==> src/rtl/core/lpdf_pkg.sv <==
// Shared constants, types and state codes of the lidar pulse distance filter.
package lpdf_pkg;

  // Group size of the spread test and the integer widths that follow from the fields.
  localparam int GROUP_SIZE = 3;
  localparam int CNT_W      = 2;
  localparam int SAMPLE_W   = 16;
  localparam int CAPTURE_W  = 16;
  localparam int WRAPS_W    = 8;
  localparam int TICKS_W    = CAPTURE_W + WRAPS_W;
  localparam int TPU_W      = 8;
  localparam int LIMIT_W    = 16;
  localparam int SUM_W      = 18;
  localparam int SQ_W       = 34;
  localparam int MUL_W      = 20;
  localparam int WIDE_W     = 2 * MUL_W;
  localparam int DIV_STEPS  = TICKS_W;
  localparam int STEP_W     = $clog2(DIV_STEPS);

  // Mean by reciprocal multiply: floor(sum * MEAN_RECIP / 2^MEAN_SHIFT) equals floor(sum / N).
  localparam int MEAN_SHIFT = 20;
  localparam int MEAN_RECIP = ((1 << MEAN_SHIFT) + GROUP_SIZE - 1) / GROUP_SIZE;

  // Depth of the two word queues.
  localparam int QUEUE_DEPTH = 2;
  localparam int QPTR_W      = 1;
  localparam int QCNT_W      = 2;

  // Configuration register indexes and reset values.
  localparam int CFG_IDX_W = 1;
  localparam int CFG_DATA_W = 16;
  localparam logic [CFG_IDX_W-1:0] REG_TICKS_PER_UNIT  = 1'd0;
  localparam logic [CFG_IDX_W-1:0] REG_DEVIATION_LIMIT = 1'd1;
  localparam logic [TPU_W-1:0]     TPU_RESET           = 8'd24;
  localparam logic [LIMIT_W-1:0]   LIMIT_RESET         = 16'd200;

  // Back-end sequencer states.
  typedef enum logic [2:0] {
    ST_IDLE,
    ST_DIVIDE,
    ST_SQUARE,
    ST_ACCUM,
    ST_SUMSQ,
    ST_LIMSQ,
    ST_COMPARE,
    ST_MEAN
  } back_state_e;

  // Handshake between the front queue and the back end.
  typedef struct packed {
    logic               valid;
    logic [TICKS_W-1:0] ticks;
  } ticks_word_t;

endpackage

==> src/rtl/core/lpdf_front.sv <==
// Front end: takes pulse captures, forms the pulse width in ticks and queues it.
module lpdf_front (
  input  logic                            clk_i,
  input  logic                            rst_ni,
  input  logic                            push,
  output logic                            full,
  input  logic [lpdf_pkg::CAPTURE_W-1:0]  rising_capture_i,
  input  logic [lpdf_pkg::CAPTURE_W-1:0]  falling_capture_i,
  input  logic [lpdf_pkg::WRAPS_W-1:0]    overflow_count_i,
  output lpdf_pkg::ticks_word_t           word_o,
  input  logic                            pop_i
);
  import lpdf_pkg::*;

  logic [TICKS_W-1:0] mem_q [QUEUE_DEPTH];
  logic [QPTR_W-1:0]  wr_ptr_q, rd_ptr_q;
  logic [QCNT_W-1:0]  count_q;
  logic [TICKS_W-1:0] hi_ticks, width_ticks;
  logic               do_push, do_pop;

  // Pulse width; an end stamp below the start stamp counts as zero ticks.
  assign hi_ticks    = {overflow_count_i, falling_capture_i};
  assign width_ticks = (hi_ticks >= TICKS_W'(rising_capture_i))
                       ? hi_ticks - TICKS_W'(rising_capture_i) : '0;

  assign full    = (count_q == QCNT_W'(QUEUE_DEPTH));
  assign do_push = push && !full;
  assign do_pop  = pop_i && (count_q != '0);

  assign word_o.valid = (count_q != '0);
  assign word_o.ticks = mem_q[rd_ptr_q];

  // Queue storage.
  always_ff @(posedge clk_i) begin
    if (do_push) begin
      mem_q[wr_ptr_q] <= width_ticks;
    end
  end

  // Queue pointers and fill count.
  always_ff @(posedge clk_i or negedge rst_ni) begin
    if (!rst_ni) begin
      wr_ptr_q <= '0;
      rd_ptr_q <= '0;
      count_q  <= '0;
    end else begin
      if (do_push) begin
        wr_ptr_q <= wr_ptr_q + QPTR_W'(1);
      end
      if (do_pop) begin
        rd_ptr_q <= rd_ptr_q + QPTR_W'(1);
      end
      case ({do_push, do_pop})
        2'b10:   count_q <= count_q + QCNT_W'(1);
        2'b01:   count_q <= count_q - QCNT_W'(1);
        default: count_q <= count_q;
      endcase
    end
  end

endmodule

==> src/rtl/core/lpdf_back.sv <==
// Back end: serial divide to a distance sample, group accumulation and spread test.
module lpdf_back (
  input  logic                          clk_i,
  input  logic                          rst_ni,
  input  lpdf_pkg::ticks_word_t         word_i,
  output logic                          pop_o,
  input  logic [lpdf_pkg::TPU_W-1:0]    ticks_per_unit_i,
  input  logic [lpdf_pkg::LIMIT_W-1:0]  deviation_limit_i,
  output logic                          res_push_o,
  output logic [lpdf_pkg::SAMPLE_W-1:0] res_mean_o,
  input  logic                          res_full_i
);
  import lpdf_pkg::*;

  back_state_e         state_q, state_d;
  logic [STEP_W-1:0]   step_q, step_d;
  logic [TPU_W-1:0]    rem_q, rem_d, divisor_q, divisor_d;
  logic [TICKS_W-1:0]  quo_q, quo_d;
  logic [SAMPLE_W-1:0] sample_q, sample_d;
  logic [SUM_W-1:0]    sum_q, sum_d, base_sum;
  logic [SQ_W-1:0]     sq_q, sq_d, base_sq;
  logic [CNT_W-1:0]    count_q, count_d, base_count;
  logic [WIDE_W-1:0]   spread_q, spread_d, prod_q, bound;
  logic [MUL_W-1:0]    mul_a, mul_b;
  logic [WIDE_W-1:0]   mul_p;
  logic [TPU_W:0]      rem_shift, rem_sub;
  logic                rem_ge;
  logic [TICKS_W-1:0]  quo_next;

  // One restoring divide step.
  assign rem_shift = {rem_q, quo_q[TICKS_W-1]};
  assign rem_sub   = rem_shift - {1'b0, divisor_q};
  assign rem_ge    = (rem_shift >= {1'b0, divisor_q});
  assign quo_next  = {quo_q[TICKS_W-2:0], rem_ge};

  // A stray count restarts the group before the new sample goes in.
  assign base_sum   = (count_q >= CNT_W'(GROUP_SIZE)) ? '0 : sum_q;
  assign base_sq    = (count_q >= CNT_W'(GROUP_SIZE)) ? '0 : sq_q;
  assign base_count = (count_q >= CNT_W'(GROUP_SIZE)) ? '0 : count_q;

  assign bound = prod_q * WIDE_W'(GROUP_SIZE * GROUP_SIZE);
  assign mul_p = mul_a * mul_b;

  // State register.
  always_ff @(posedge clk_i or negedge rst_ni) begin
    if (!rst_ni) begin
      state_q <= ST_IDLE;
      count_q <= '0;
      sum_q   <= '0;
      sq_q    <= '0;
    end else begin
      state_q <= state_d;
      count_q <= count_d;
      sum_q   <= sum_d;
      sq_q    <= sq_d;
    end
  end

  // Datapath registers.
  always_ff @(posedge clk_i) begin
    step_q    <= step_d;
    rem_q     <= rem_d;
    quo_q     <= quo_d;
    divisor_q <= divisor_d;
    sample_q  <= sample_d;
    spread_q  <= spread_d;
    prod_q    <= mul_p;
  end

  // Next state, shared multiplier operands and outputs.
  always_comb begin
    state_d    = state_q;
    step_d     = step_q;
    rem_d      = rem_q;
    quo_d      = quo_q;
    divisor_d  = divisor_q;
    sample_d   = sample_q;
    spread_d   = spread_q;
    sum_d      = sum_q;
    sq_d       = sq_q;
    count_d    = count_q;
    mul_a      = '0;
    mul_b      = '0;
    pop_o      = 1'b0;
    res_push_o = 1'b0;
    res_mean_o = prod_q[MEAN_SHIFT +: SAMPLE_W];
    case (state_q)
      ST_IDLE: begin
        if (word_i.valid) begin
          pop_o     = 1'b1;
          quo_d     = word_i.ticks;
          rem_d     = '0;
          step_d    = '0;
          divisor_d = (ticks_per_unit_i == '0) ? TPU_W'(1) : ticks_per_unit_i;
          state_d   = ST_DIVIDE;
        end
      end
      ST_DIVIDE: begin
        rem_d  = rem_ge ? rem_sub[TPU_W-1:0] : rem_shift[TPU_W-1:0];
        quo_d  = quo_next;
        step_d = step_q + STEP_W'(1);
        if (step_q == STEP_W'(DIV_STEPS - 1)) begin
          // Saturate the quotient to the sample range.
          sample_d = (quo_next[TICKS_W-1:SAMPLE_W] != '0) ? '1 : quo_next[SAMPLE_W-1:0];
          state_d  = ST_SQUARE;
        end
      end
      ST_SQUARE: begin
        mul_a   = MUL_W'(sample_q);
        mul_b   = MUL_W'(sample_q);
        state_d = ST_ACCUM;
      end
      ST_ACCUM: begin
        sum_d   = base_sum + SUM_W'(sample_q);
        sq_d    = base_sq + prod_q[SQ_W-1:0];
        count_d = base_count + CNT_W'(1);
        state_d = ((base_count + CNT_W'(1)) < CNT_W'(GROUP_SIZE)) ? ST_IDLE : ST_SUMSQ;
      end
      ST_SUMSQ: begin
        mul_a   = MUL_W'(sum_q);
        mul_b   = MUL_W'(sum_q);
        state_d = ST_LIMSQ;
      end
      ST_LIMSQ: begin
        spread_d = WIDE_W'(sq_q) * WIDE_W'(GROUP_SIZE) - prod_q;
        mul_a    = MUL_W'(deviation_limit_i);
        mul_b    = MUL_W'(deviation_limit_i);
        state_d  = ST_COMPARE;
      end
      ST_COMPARE: begin
        mul_a = MUL_W'(sum_q);
        mul_b = MUL_W'(MEAN_RECIP);
        if (spread_q < bound) begin
          state_d = ST_MEAN;
        end else begin
          // Rejected group: restart without a result.
          sum_d   = '0;
          sq_d    = '0;
          count_d = '0;
          state_d = ST_IDLE;
        end
      end
      ST_MEAN: begin
        // Keep the mean product in place while the result queue is full.
        mul_a = MUL_W'(sum_q);
        mul_b = MUL_W'(MEAN_RECIP);
        if (!res_full_i) begin
          res_push_o = 1'b1;
          sum_d      = '0;
          sq_d       = '0;
          count_d    = '0;
          state_d    = ST_IDLE;
        end
      end
      default: begin
        state_d = ST_IDLE;
      end
    endcase
  end

  // The group count never passes the group size.
  a_count_bound: assert property (@(posedge clk_i) disable iff (!rst_ni)
    count_q <= CNT_W'(GROUP_SIZE)) else $error("group count above group size");

  // Between items the group is never complete.
  a_idle_open_group: assert property (@(posedge clk_i) disable iff (!rst_ni)
    (state_q == ST_IDLE) |-> (count_q < CNT_W'(GROUP_SIZE)))
    else $error("complete group left in idle");

  // The partial remainder stays below the divisor.
  a_rem_range: assert property (@(posedge clk_i) disable iff (!rst_ni)
    (state_q == ST_DIVIDE) |-> (rem_q < divisor_q)) else $error("remainder out of range");

  // A result word leaves only from the mean state and only into free space.
  a_push_state: assert property (@(posedge clk_i) disable iff (!rst_ni)
    res_push_o |-> ((state_q == ST_MEAN) && !res_full_i)) else $error("stray result push");

endmodule

==> src/rtl/core/lpdf_out_queue.sv <==
// Result queue: holds finished mean distances until the receiver takes them.
module lpdf_out_queue (
  input  logic                          clk_i,
  input  logic                          rst_ni,
  input  logic                          push_i,
  input  logic [lpdf_pkg::SAMPLE_W-1:0] data_i,
  output logic                          full_o,
  output logic                          empty,
  input  logic                          pop,
  output logic [lpdf_pkg::SAMPLE_W-1:0] data_o
);
  import lpdf_pkg::*;

  logic [SAMPLE_W-1:0] mem_q [QUEUE_DEPTH];
  logic [QPTR_W-1:0]   wr_ptr_q, rd_ptr_q;
  logic [QCNT_W-1:0]   count_q;
  logic                do_push, do_pop;

  assign full_o  = (count_q == QCNT_W'(QUEUE_DEPTH));
  assign empty   = (count_q == '0);
  assign do_push = push_i && !full_o;
  assign do_pop  = pop && !empty;
  assign data_o  = mem_q[rd_ptr_q];

  // Queue storage.
  always_ff @(posedge clk_i) begin
    if (do_push) begin
      mem_q[wr_ptr_q] <= data_i;
    end
  end

  // Queue pointers and fill count.
  always_ff @(posedge clk_i or negedge rst_ni) begin
    if (!rst_ni) begin
      wr_ptr_q <= '0;
      rd_ptr_q <= '0;
      count_q  <= '0;
    end else begin
      if (do_push) begin
        wr_ptr_q <= wr_ptr_q + QPTR_W'(1);
      end
      if (do_pop) begin
        rd_ptr_q <= rd_ptr_q + QPTR_W'(1);
      end
      case ({do_push, do_pop})
        2'b10:   count_q <= count_q + QCNT_W'(1);
        2'b01:   count_q <= count_q - QCNT_W'(1);
        default: count_q <= count_q;
      endcase
    end
  end

endmodule

==> src/rtl/core/lidar_pulse_distance_filter_unit.sv <==
// Usage notes:
// The block turns lidar pulse captures into distance samples and, for every group of
// three samples whose spread is below the limit, delivers the truncated mean.
// Input channel: drive the three capture fields and raise push; a word is taken at a
// clock edge with push high and full low. Result channel: while empty is low the
// oldest mean is on distance_mean_o and is taken at an edge with pop high.
// Configuration: cfg_we_i writes cfg_wdata_i into register cfg_idx_i (0: ticks per
// unit, 1: deviation limit); write only while the block holds no work.
// Sequence: the back end takes one sample at a time, from its idle state; each sample
// passes the 24-step serial divider, then the square and accumulate steps. The sample
// that completes a group adds sum square, limit square, compare and mean steps on one
// shared multiplier; a rejected group ends after compare. The mean step pushes the
// result once the result queue has space.
// A two-word queue before and after the back end absorbs short bursts.
// Reset empties both queues, clears the group and loads 24 ticks per unit and a
// limit of 200. When the receiver stalls, finished words wait in the result queue;
// once it is full the back end holds, and the input queue then raises full.
module lidar_pulse_distance_filter_unit (
  input  logic                            clk_i,
  input  logic                            rst_ni,
  input  logic                            push,
  output logic                            full,
  input  logic [lpdf_pkg::CAPTURE_W-1:0]  rising_capture_i,
  input  logic [lpdf_pkg::CAPTURE_W-1:0]  falling_capture_i,
  input  logic [lpdf_pkg::WRAPS_W-1:0]    overflow_count_i,
  output logic                            empty,
  input  logic                            pop,
  output logic [lpdf_pkg::SAMPLE_W-1:0]   distance_mean_o,
  input  logic                            cfg_we_i,
  input  logic [lpdf_pkg::CFG_IDX_W-1:0]  cfg_idx_i,
  input  logic [lpdf_pkg::CFG_DATA_W-1:0] cfg_wdata_i
);
  import lpdf_pkg::*;

  logic [TPU_W-1:0]    tpu_q;
  logic [LIMIT_W-1:0]  limit_q;
  ticks_word_t         front_word;
  logic                front_pop;
  logic                res_push, res_full;
  logic [SAMPLE_W-1:0] res_mean;

  // Configuration registers.
  always_ff @(posedge clk_i or negedge rst_ni) begin
    if (!rst_ni) begin
      tpu_q   <= TPU_RESET;
      limit_q <= LIMIT_RESET;
    end else if (cfg_we_i) begin
      case (cfg_idx_i)
        REG_TICKS_PER_UNIT:  tpu_q   <= cfg_wdata_i[TPU_W-1:0];
        REG_DEVIATION_LIMIT: limit_q <= cfg_wdata_i[LIMIT_W-1:0];
        default: begin
          tpu_q <= tpu_q;
        end
      endcase
    end
  end

  // Capture and width queue.
  lpdf_front u_front (
    .clk_i             (clk_i),
    .rst_ni            (rst_ni),
    .push              (push),
    .full              (full),
    .rising_capture_i  (rising_capture_i),
    .falling_capture_i (falling_capture_i),
    .overflow_count_i  (overflow_count_i),
    .word_o            (front_word),
    .pop_i             (front_pop)
  );

  // Divider, accumulator and spread test.
  lpdf_back u_back (
    .clk_i             (clk_i),
    .rst_ni            (rst_ni),
    .word_i            (front_word),
    .pop_o             (front_pop),
    .ticks_per_unit_i  (tpu_q),
    .deviation_limit_i (limit_q),
    .res_push_o        (res_push),
    .res_mean_o        (res_mean),
    .res_full_i        (res_full)
  );

  // Result queue toward the receiver.
  lpdf_out_queue u_out_queue (
    .clk_i  (clk_i),
    .rst_ni (rst_ni),
    .push_i (res_push),
    .data_i (res_mean),
    .full_o (res_full),
    .empty  (empty),
    .pop    (pop),
    .data_o (distance_mean_o)
  );

endmodule

==> config.mk <==
export PLATFORM = sky130hd
export DESIGN_NAME = lidar_pulse_distance_filter_unit
export DESIGN_NICKNAME = d
export VERILOG_FILES = /design/src/rtl/core/lpdf_pkg.sv /design/src/rtl/core/lpdf_front.sv /design/src/rtl/core/lpdf_back.sv /design/src/rtl/core/lpdf_out_queue.sv /design/src/rtl/core/lidar_pulse_distance_filter_unit.sv
export SDC_FILE = /design/constraint.sdc
export NUM_CORES = 2
export LEC_CHECK = 0
export BUFFER_PORTS_ARGS = -buffer_cell sky130_fd_sc_hd__clkbuf_2
export CORE_MARGIN = 2
export CORE_UTILIZATION = 51
export CTS_BUF_LIST = sky130_fd_sc_hd__clkbuf_4
export DETAILED_ROUTE_END_ITERATION = 7
export MAX_ROUTING_LAYER = met4
export PLACE_DENSITY_LB_ADDON = 0.05
export SYNTH_ARGS = -nofsm -noshare
export SYNTH_HDL_FRONTEND = slang
export SYNTH_SLANG_ARGS = --single-unit
==> constraint.sdc <==
create_clock -name clk_i -period 9 [get_ports clk_i]
set_clock_uncertainty 0.05 [all_clocks]
set_input_delay 0.9 -clock clk_i [delete_from_list [all_inputs] [get_ports clk_i]]
set_output_delay 0.9 -clock clk_i [all_outputs]
set_load 0.03 [all_outputs]
==> qor.csv <==
stage,metric,value,unit
placement,port-buffer-count,79,
cts,clkSlewWorstSetupHoldPaths,70,ps
floorplanning,fp.dieH,254,um
run_status,status,"complete, no violations",
synth,ys_top_cells_by_area,"fa_1, edfxtp_1, ha_1",
worst_setup_path,crit_start,u_back.state_q[0],
timing,rsz0062_at_grt,false,
synth,ys_warn_count,0,
worst_setup_path,r2r_setup_slack,950,ps
timing,slew_viol_final,0,
pwr,total_power,11.0,mW
pwr,cellLeakagePower,16.8,nW
global_route,grt_pass1_wl,138000,um
route,drc_errors,0,
synth,synth_top_area_share,0.195,
cells_and_area,area_delta_synth_final,7.87,%
worst_setup_path,path_class,reg2reg,
placement,gp_congestion,0.955,
route,firstDrtPassIters,6,
worst_setup_path,crit_arrival,8750,ps
worst_setup_path,end_kind,register,
cts,insertion_delay,870,ps
cells_and_area,final_area,0.0344,mm2
route,wl_per_cell,19.5,um
floorplanning,core,0.0618,mm2
route,drt_iter0_drc,1564,
synth,synth_nets,4110,
route,ant_nets,0,
floorplanning,floorplan.rows,91,
timing,slew_headroom,0.146,
cells_and_area,drive_gt1_frac,0.102,
global_route,track_usage,0.284,
route,vias,24400,
synth,synthCells,3403,
synth,synth_top_area_cell,fa_1,
route,wl,86300,um
cts,cts_num_sinks,307,
hold_path,min_path_type,in2reg,
synth,yosysUniqueCellTypes,85,
cts,cts_buffers,89,
worst_setup_path,r2r_start,u_back.state_q[0],
placement,place_ws,1010,ps
global_route,grt_pass1_vias,25500,
floorplanning,initial_utilization,0.516,
worst_setup_path,cp-endpoint,u_back.prod_q[36],
placement,dp_hpwl,68000,um
global_route,overflow,0,
floorplanning,io_pins,80,
pwr,irDropWorstVdd,331,uV
timing,setup_tns,0,ps
worst_setup_path,cp.required,9690,ps
cts,cts-root-buf,clkbuf_4,
cells_and_area,multiInputGateArea,0.0211,mm2
synth,async_flop_share,0.290,
synth,synth-seq-cells,307,
timing,fin_crit,8050,ps
placement,placed_cell_area,0.0332,mm2
floorplanning,die-area,0.0646,mm2
worst_setup_path,cp-start-kind,register,
synth,netlist_area,0.0319,mm2
cells_and_area,nNetsFinal,4211,
floorplanning,die_w,254,um
synth,yosysSeqAreaShare,0.264,
timing,clock.fmax,124,MHz
pwr,power.density,318,mW/mm2
synth,synth.avg_cell_area,9.38,um2
worst_setup_path,cp_max_fo,43,
run,max_cap_violations,0,
timing,fin_crit_sh,0.895,
timing,setup_ws,945,ps
global_route,grt_max_degree,67,
worst_setup_path,r2r_end,u_back.prod_q[36],
synth,synthFlopType,edfxtp_1,
cts,clk_path_buf_depth,3,
cells_and_area,seqCellArea,0.00841,mm2
placement,dp.cells,4249,
timing,worst_slew_pin_slew,1250,ps
global_route,antenna_found_initial,3,
timing,setup_viol,0,
synth,synth_edf_count,181,
timing,hold_violations,0,
cells_and_area,finalNonFillerCells,4420,
cts,cts_tree,done,
cts,htreeDepth,3,
cells_and_area,fillers,5677,
route,vias_per_cell,5.52,
worst_setup_path,reg2reg_depth,24,
[timing repair]
item | 4_1_cts | 5_1_grt
gates resized for setup | 0 | 0
setup buffers | 0 | 0
hold endpoints to repair | 23 | 0
hold buffers | 1 | 0
[power by group]
part	internal [mW]	switching (mW)
sequential	2.41	0.299
combinational	2.83	4.08
clock	0.669	0.663
[area by class of cell]
cell class,count,share of cell area
Multi-Input combinational cell,2467,0.614
Inverter,519,0.0566
Tap cell,837,0.0304
Sequential cell,307,0.244
Clock inverter,37,0.00531
Antenna cell,4,0.000291
Clock buffer,129,0.0281
Timing Repair Buffer,120,0.0206
[cell usage after synthesis (32+ instances only)]
cell        n
nor2_1    260
a21oi_1   157
nor2b_1    46
dfrtp_1    84
xor2_1     65
edfxtp_1  181
nand2b_1   32
fa_1      311
xnor2_1    97
o31ai_1    40
mux2i_1    39
inv_1     515
mux2_2     47
clkbuf_1   97
ha_1      334
dfxtp_1    37
nand2_1   391
a21o_1    111
nor3_1     33
o21ai_0   132
nand3_1    39
[registers in the layout (all words and copies together) (netlist names), 18 cells and up]
signal	cells
u_back.spread_q	40
u_front.mem_q	48
u_out_queue.mem_q	32
u_back.sq_q	34
u_back.sum_q	18
u_back.prod_q	37
u_back.quo_q	24
[per-stage QoR]
stage          hold slack [ps]   util
2_1_floorplan              393      -
3_3_place_gp               407  0.538
3_5_place_dp               412  0.538
4_1_cts                    136  0.557
5_1_grt                    160  0.557
6_report                   223  0.557
[cells in the final DEF (no fill, tap or decap), types with 97 or more instances in the layout]
master    count
o21ai_0     131
inv_1       515
a21o_1      111
xnor2_1      97
ha_1        333
a21oi_1     157
fa_1        311
nor2_1      257
clkbuf_4    129
edfxtp_1    181
nand2_1     391
[critical path, stage by stage (launching register included)]
cell      delay (ps)
dfrtp_1          380
buf_4            290
nor2_1           550
nand2_1          200
o21a_1           240
inv_1            480
nand2_1          170
fa_1             570
inv_1             50
fa_1             480
fa_1             540
fa_1             520
fa_1             550
inv_1             50
fa_1             530
inv_1             40
ha_1             360
nand4_1          170
or3_1            390
o32a_1           380
a31oi_1          280
nand2_1          120
a311oi_1         280
a211oi_1         100
xnor2_1          150
[how the worst min path moves through the flow]
stage	start	endpoint	depth (start not counted)
after floorplan	u_back.sq_q[10]	u_back.sq_q[10]	2
after global placement	u_back.sq_q[3]	u_back.sq_q[3]	2
after detailed placement	u_back.sq_q[21]	u_back.sq_q[21]	2
after CTS	cfg_wdata_i[9]	limit_q[9]	2
after global routing	cfg_wdata_i[9]	limit_q[9]	2
final	cfg_wdata_i[8]	limit_q[8]	2
[layer usage]
metal / global-route usage / routed length [um]
met1: 0.352 / 37000
met2: 0.474 / 41800
met3: 0.0483 / 4990
met4: 0.0938 / 2450
met5: - / 0
[cells by family (layout without fill, tap and decap cells)]
kind of cell,after synthesis,in the layout,share of synthesized area
AOI/OAI and AO/OA,651,651,0.134
xor gates and xnor gates,162,162,0.0445
adders and majority gates,645,645,0.326
buffers and inverters,629,805,0.0745
DFF,307,307,0.264
muxes,86,86,0.0288
other,0,4,0
and+or+nand+nor,923,923,0.128
(Power assumes the default switching activity.)
